**src/sv/uru_pkg.sv**
```systemverilog
// uru_pkg: command and status types shared by the remainder unit's controller
// and datapath; no dependencies
package uru_pkg;

	// controller to datapath commands
	typedef struct packed {
		logic load;   // capture a new request's operands
		logic step;   // one restoring subtract step
		logic store;  // write the finished remainder to the output register
	} uru_cmd_t;

	// datapath to controller status
	typedef struct packed {
		logic fast;   // divisor is zero or a power of two
	} uru_status_t;

endpackage

```
**src/sv/uru_datapath.sv**
```systemverilog
// uru_datapath: operand registers, one-bit restoring subtract and output register
// depends on uru_pkg for the command and status types
module uru_datapath #(
	parameter int DATA_WIDTH = 32
) (
	input  logic                    clk,
	input  logic [DATA_WIDTH-1:0]   dividend,
	input  logic [DATA_WIDTH-1:0]   divisor,
	input  uru_pkg::uru_cmd_t       cmd,
	output uru_pkg::uru_status_t    status,
	output logic [DATA_WIDTH-1:0]   remainder
);

	logic [DATA_WIDTH-1:0] dvd_q;
	logic [DATA_WIDTH-1:0] dsr_q;
	logic [DATA_WIDTH-1:0] rem_q;
	logic [DATA_WIDTH-1:0] res_q;
	logic [DATA_WIDTH-1:0] dsr_m1;
	logic [DATA_WIDTH:0]   trial;
	logic [DATA_WIDTH:0]   diff;
	logic [DATA_WIDTH-1:0] rem_next;
	logic [DATA_WIDTH-1:0] result;

	// zero and powers of two share the mask path: zero minus one is all ones
	assign dsr_m1      = dsr_q - {{(DATA_WIDTH-1){1'b0}}, 1'b1};
	assign status.fast = ((dsr_q & dsr_m1) == '0);

	// shift in the next dividend bit, subtract if it fits
	assign trial    = {rem_q, dvd_q[DATA_WIDTH-1]};
	assign diff     = trial - {1'b0, dsr_q};
	assign rem_next = diff[DATA_WIDTH] ? trial[DATA_WIDTH-1:0] : diff[DATA_WIDTH-1:0];

	assign result   = status.fast ? (dvd_q & dsr_m1) : rem_q;

	always_ff @(posedge clk) begin
		if (cmd.load) begin
			dvd_q <= dividend;
			dsr_q <= divisor;
			rem_q <= '0;
		end else if (cmd.step) begin
			dvd_q <= {dvd_q[DATA_WIDTH-2:0], 1'b0};
			rem_q <= rem_next;
		end
		if (cmd.store) begin
			res_q <= result;
		end
	end

	assign remainder = res_q;

endmodule

```
**src/sv/uru_ctrl.sv**
```systemverilog
// uru_ctrl: sequencer for the remainder unit, bit counter and output valid flag
// depends on uru_pkg for the command and status types
module uru_ctrl #(
	parameter int DATA_WIDTH = 32
) (
	input  logic                  clk,
	input  logic                  arst_n,
	input  logic                  in_valid,
	output logic                  in_ready,
	output logic                  out_valid,
	input  logic                  out_ready,
	input  uru_pkg::uru_status_t  status,
	output uru_pkg::uru_cmd_t     cmd
);

	localparam int CNT_W = $clog2(DATA_WIDTH);

	typedef enum logic [1:0] {
		ST_IDLE,
		ST_BUSY,
		ST_FIN
	} state_t;

	state_t             state_q;
	logic [CNT_W-1:0]   cnt_q;
	logic               out_valid_q;
	logic               slot_free;

	assign slot_free = !out_valid_q || out_ready;
	assign in_ready  = (state_q == ST_IDLE);
	assign out_valid = out_valid_q;

	always_comb begin
		cmd.load  = in_valid && in_ready;
		cmd.step  = (state_q == ST_BUSY) && !status.fast;
		cmd.store = (state_q == ST_FIN) && slot_free;
	end

	always_ff @(posedge clk or negedge arst_n) begin
		if (!arst_n) begin
			state_q     <= ST_IDLE;
			cnt_q       <= '0;
			out_valid_q <= 1'b0;
		end else begin
			// a new result wins over the one just taken
			if (state_q == ST_FIN && slot_free) begin
				out_valid_q <= 1'b1;
			end else if (out_valid_q && out_ready) begin
				out_valid_q <= 1'b0;
			end
			unique case (state_q)
				ST_IDLE: begin
					if (in_valid) begin
						cnt_q   <= CNT_W'(DATA_WIDTH - 1);
						state_q <= ST_BUSY;
					end
				end
				ST_BUSY: begin
					if (status.fast || cnt_q == '0) begin
						state_q <= ST_FIN;
					end else begin
						cnt_q <= cnt_q - 1'b1;
					end
				end
				ST_FIN: begin
					if (slot_free) begin
						state_q <= ST_IDLE;
					end
				end
				default: begin
					state_q <= ST_IDLE;
				end
			endcase
		end
	end

endmodule

```
**src/sv/unsigned_remainder_unit.sv**
```systemverilog
// unsigned_remainder_unit: top level of the unsigned remainder unit
// depends on uru_pkg, uru_ctrl and uru_datapath
//
// Returns dividend modulo divisor for unsigned DATA_WIDTH-bit operands, one
// request at a time. A divisor of zero returns the dividend unchanged. When the
// divisor is zero or a power of two the result is a mask of the dividend and is
// written to the output register from the FIN state, with no subtract steps. Any
// other divisor goes through a restoring division that settles one quotient bit
// per cycle in the BUSY state and then writes the result from the FIN state; that
// bit-serial subtract loop sets the rate. The output register holds a finished
// result until it is taken, and the next request is accepted the cycle after the
// result is written, even if the previous result is still waiting. A result is
// only held up when the output register is still occupied at the moment a new
// one is ready.
module unsigned_remainder_unit #(
	parameter int DATA_WIDTH = 32
) (
	input  logic                  clk,
	input  logic                  arst_n,
	// request channel
	input  logic                  in_valid,
	output logic                  in_ready,
	input  logic [DATA_WIDTH-1:0] dividend,
	input  logic [DATA_WIDTH-1:0] divisor,
	// result channel
	output logic                  out_valid,
	input  logic                  out_ready,
	output logic [DATA_WIDTH-1:0] remainder
);

	uru_pkg::uru_cmd_t    cmd;
	uru_pkg::uru_status_t status;

	// sequencer: accepts requests, counts division steps, owns output valid
	uru_ctrl #(
		.DATA_WIDTH (DATA_WIDTH)
	) u_ctrl (
		.clk       (clk),
		.arst_n    (arst_n),
		.in_valid  (in_valid),
		.in_ready  (in_ready),
		.out_valid (out_valid),
		.out_ready (out_ready),
		.status    (status),
		.cmd       (cmd)
	);

	// operands, partial remainder and the output register
	uru_datapath #(
		.DATA_WIDTH (DATA_WIDTH)
	) u_datapath (
		.clk       (clk),
		.dividend  (dividend),
		.divisor   (divisor),
		.cmd       (cmd),
		.status    (status),
		.remainder (remainder)
	);

endmodule

```
**config.mk**
```make
export PLATFORM = sky130hd
export DESIGN_NAME = unsigned_remainder_unit
export DESIGN_NICKNAME = d
export VERILOG_FILES = /design/src/sv/uru_pkg.sv /design/src/sv/uru_datapath.sv /design/src/sv/uru_ctrl.sv /design/src/sv/unsigned_remainder_unit.sv
export SDC_FILE = /design/constraint.sdc
export NUM_CORES = 1
export LEC_CHECK = 0
export BUFFER_PORTS_ARGS = -buffer_cell sky130_fd_sc_hd__buf_2
export CAP_MARGIN = 20
export CORE_MARGIN = 4
export CORE_UTILIZATION = 59
export DETAILED_ROUTE_END_ITERATION = 10
export MAX_ROUTING_LAYER = met4
export PLACE_DENSITY = 0.81
export SYNTH_ARGS = -nofsm -noshare
export SYNTH_HDL_FRONTEND = slang
export SYNTH_SLANG_ARGS = --single-unit
```
**constraint.sdc**
```tcl
create_clock -name clk -period 6.2 [get_ports clk]
set_input_delay 0.31 -clock clk [delete_from_list [all_inputs] [get_ports clk]]
set_output_delay 0.31 -clock clk [all_outputs]
set_load 0.02 [all_outputs]
```
==> run_results.csv <==
group,metric,value,unit
pwr,leakage,4.07,nW
clocking,cts_tree,"built",
synth,synth_area_leaders,"edfxtp_1 (35%), ha_1 (10%), nand2_1 (8.6%), dfxtp_1 (7.8%), o21ai_0 (3.3%)",
synth,synth_top_cell_by_area,"edfxtp_1",
clocking,cts_setup_buffers,0,
global_routing,grt_overflow,0,
die,design.portCount,102,
sta,setup_viol,0,
die,rows,42,
setup_path,cpPeakStageDelay,610,ps
synth,yosysWarnings,0,
setup_path,crit_path_end_kind,"flip-flop",
synth,ys_seq_area_share,45.2,%
clocking,cts-root-buf,"clkbuf_16",
clocking,cts_buffer_depth,2,
drt,drtAntennaViolNets,0,
drt,viasPerCell,6.15,
setup_path,crit_type,"reg2reg",
drt,wl_per_cell,19.0,um
pwr,max-vdd-ir-drop,0.000433,V
placed_design,place.gp.congestion,0.968,
cells_and_area,drive_gt1_share,17.1,%
setup_path,critical_path_required,6480,ps
placed_design,dpl.hpwl,15800,um
clocking,h-tree-depth,4,
sta,period_share,84.3,%
clocking,path_clk_slew,60,ps
synth,syn_inst,878,
setup_path,startpoint_type,"flip-flop",
cells_and_area,area_growth,14.9,%
sta,tightest_slew,1080,ps
global_routing,gr-usage-all-layers,28.5,%
setup_path,worstPathArrival,5510,ps
sta,post-route-min-period,5220,ps
setup_path,cp_max_fo,39,
hold_path,hold_class,"in2reg",
global_routing,grt_pass1_wl,35000,um
drt,drc,0,
sta,rsz0062_at_grt,"false",
global_routing,grt_pass1_vias,6781,
drt,routed_wl,22000,um
setup_path,crit_chain,"nor2_1 -> nand4_1 -> or3_1 -> nor3_1 -> buf_4 -> nand2_1 -> nor4_1 -> nand3_1 -> ha_1 -> nor4_1 -> nand4_1 -> buf_4 -> nor2_2 -> buf_4 -> or2_2 -> nor2_1 -> nand2_1 -> nor3_1 -> xnor2_1 -> nand2_1",
synth,syn_area,0.00824,mm^2
synth,async_flop_share,5.88,%
pwr,totalPowerFinal,5.30,mW
setup_path,worst-path-buf-inv,3,
synth,avgSynthCellArea,9.39,um^2
cells_and_area,final_cell_area,0.00948,mm^2
clocking,clock_latency,420,ps
synth,synth_top_area_share,35.0,%
synth,synth_nets,1013,
placed_design,io_buffers,101,
global_routing,antenna_found_initial,0,
sta,finalWorstSetupSlack,975,ps
synth,synth_ff_type,"edfxtp_1",
synth,synth_edf_count,96,
pwr,power.density,559,mW/mm^2
setup_path,cpLargestDelayFamily,"simple AND/OR/NAND/NOR gates",
drt,drtPass1Iterations,6,
synth,synth-seq-cells,136,
clocking,clkSinkCount,136,
placed_design,postPlaceCellArea,0.00888,mm^2
sta,slew_violations,0,
sta,final_hold_viol_count,0,
sta,timing.slew.headroom,28.0,%
setup_path,crit_path_top_delay_cell,"or2_2",
die,fp.coreArea,0.0135,mm^2
sta,tns,0,ps
drt,drt_first_iter_violations,756,
die,dieArea,0.0159,mm^2
drt,num_vias,7145,
cells_and_area,fin_nets,1108,
sta,finClkSkew,8.23,ps
outcome,outcome,"finished clean",
cells_and_area,num_antenna_cells,0,
global_routing,grt_max_degree,58,
placed_design,dp_slack,1190,ps
die,dieHeight,126,um
synth,synth.distinct_cells,72,
clocking,cts_buffers,17,
sta,clock.fmax,0.191,GHz
run,max-cap-violations,0,
die,die_x,126,um
die,initial_core_util,61.3,%
-- flip-flops by register name, indices dropped and copies added, names as in the netlist --
signal,count
u_datapath.rem_q,32
u_ctrl.out_valid,1
u_ctrl.state_q,2
u_datapath.remainder,32
u_datapath.dsr_q,32
u_ctrl.cnt_q,5
u_datapath.dvd_q,32
-- synth_stat cells, types with 7 or more instances --
cell type,number
nor2_1,42
xnor2_1,19
dfxtp_1,32
nand2b_1,8
a311oi_1,9
clkbuf_1,21
a21o_1,12
nor3_1,9
and3_1,10
nand2_1,188
nand4_1,13
nand3b_1,30
nand3_1,23
inv_1,53
a31oi_1,7
ha_1,66
a21oi_1,49
nor4_1,13
edfxtp_1,96
dfrtp_1,8
mux2i_1,11
o21ai_0,55
-- cell usage in the layout, fill, tap and decap left out, drive strengths merged, types with 3 or more instances in the layout --
| master | n |
|---|---|
| nand2 | 188 |
| buf | 109 |
| edfxtp | 96 |
| ha | 66 |
| o21ai | 62 |
| inv | 56 |
| a21oi | 53 |
| nor2 | 43 |
| dfxtp | 32 |
| nand3b | 30 |
| nand3 | 25 |
| xnor2 | 19 |
| clkbuf | 18 |
| nor4 | 14 |
| nand4 | 13 |
| a21o | 12 |
| mux2i | 11 |
| and3 | 10 |
| nor3 | 10 |
| a311oi | 9 |
| nand2b | 8 |
| dfrtp | 8 |
| a31oi | 8 |
| o31ai | 7 |
| a211oi | 7 |
| clkinv | 7 |
| o21bai | 6 |
| xor2 | 5 |
| o21a | 4 |
| or2 | 4 |
| or3 | 3 |
| and2 | 3 |
| clkinvlp | 3 |
| bufinv | 3 |
| o211ai | 3 |
| nor2b | 3 |
-- what timing repair did --
action / 4_1_cts / 5_1_grt
hold buffers: 1 / 0
endpoints found under the hold margin: 8 / 0
gates resized for setup: 0 / 0
-- cell type report --
type                       count  area (um^2)
clock buffer                  18          429
multi-input combinational    653         4170
timing repair buffer         110          576
sequential                   136         3720
tap                          176          220
inverter                      55          206
fill                        1028         3980
clock inverter                14          155
-- power breakdown --
group          switching (mW)  internal (mW)
sequential              0.277           1.45
combinational            1.60          0.959
clock                   0.386          0.627
-- per-stage QoR --
stage | hold WS, ps | instances | utilization, %
after global placement | 167 | 1129 | 66.0
after global routing | 45.9 | 1162 | 70.4
after CTS | 57.1 | 1162 | 70.4
after floorplan | 14.4 | 878 | -
after detailed placement | 166 | 1129 | 66.0
final | 65.1 | 1162 | 70.4
-- routing by layer --
metal / vias to the layer above / global-route usage, % / part of all wire (%)
met5: - / - / 0
met4: 0 / 6.18 / 1.6
met3: 37 / 5.93 / 11
met2: 366 / 41.9 / 45
met1: 3396 / 41.1 / 42
li1: 3346 / - / -
-- final timing paths --
kind                       cells after the start  slack, ps                start                    to
hold / removal                                 1         70          divisor[23]  u_datapath.dsr_q[23]
hold reg to reg                                2        510  u_datapath.rem_q[7]   u_datapath.rem_q[7]
max in group asynchronous                      2       5780               arst_n     u_ctrl.state_q[0]
setup reg to reg                              20        980  u_datapath.dsr_q[3]       u_ctrl.cnt_q[4]
setup / recovery                              20        980  u_datapath.dsr_q[3]       u_ctrl.cnt_q[4]
min in group asynchronous                      2        250               arst_n       u_ctrl.cnt_q[4]
-- cells by family after synthesis --
logic type | after synthesis | synth area share, %
multiplexers | 12 | 1.47
AND/OR/NAND/NOR | 361 | 21.1
flip-flops | 136 | 45.2
XOR/XNOR | 24 | 2.55
adder cells (fa/ha/maj) | 67 | 10.3
buffers and inverters | 89 | 4.48
AO/OA/AOI/OAI | 189 | 15.0
Note: power is estimated with default switching activity, not from simulation.
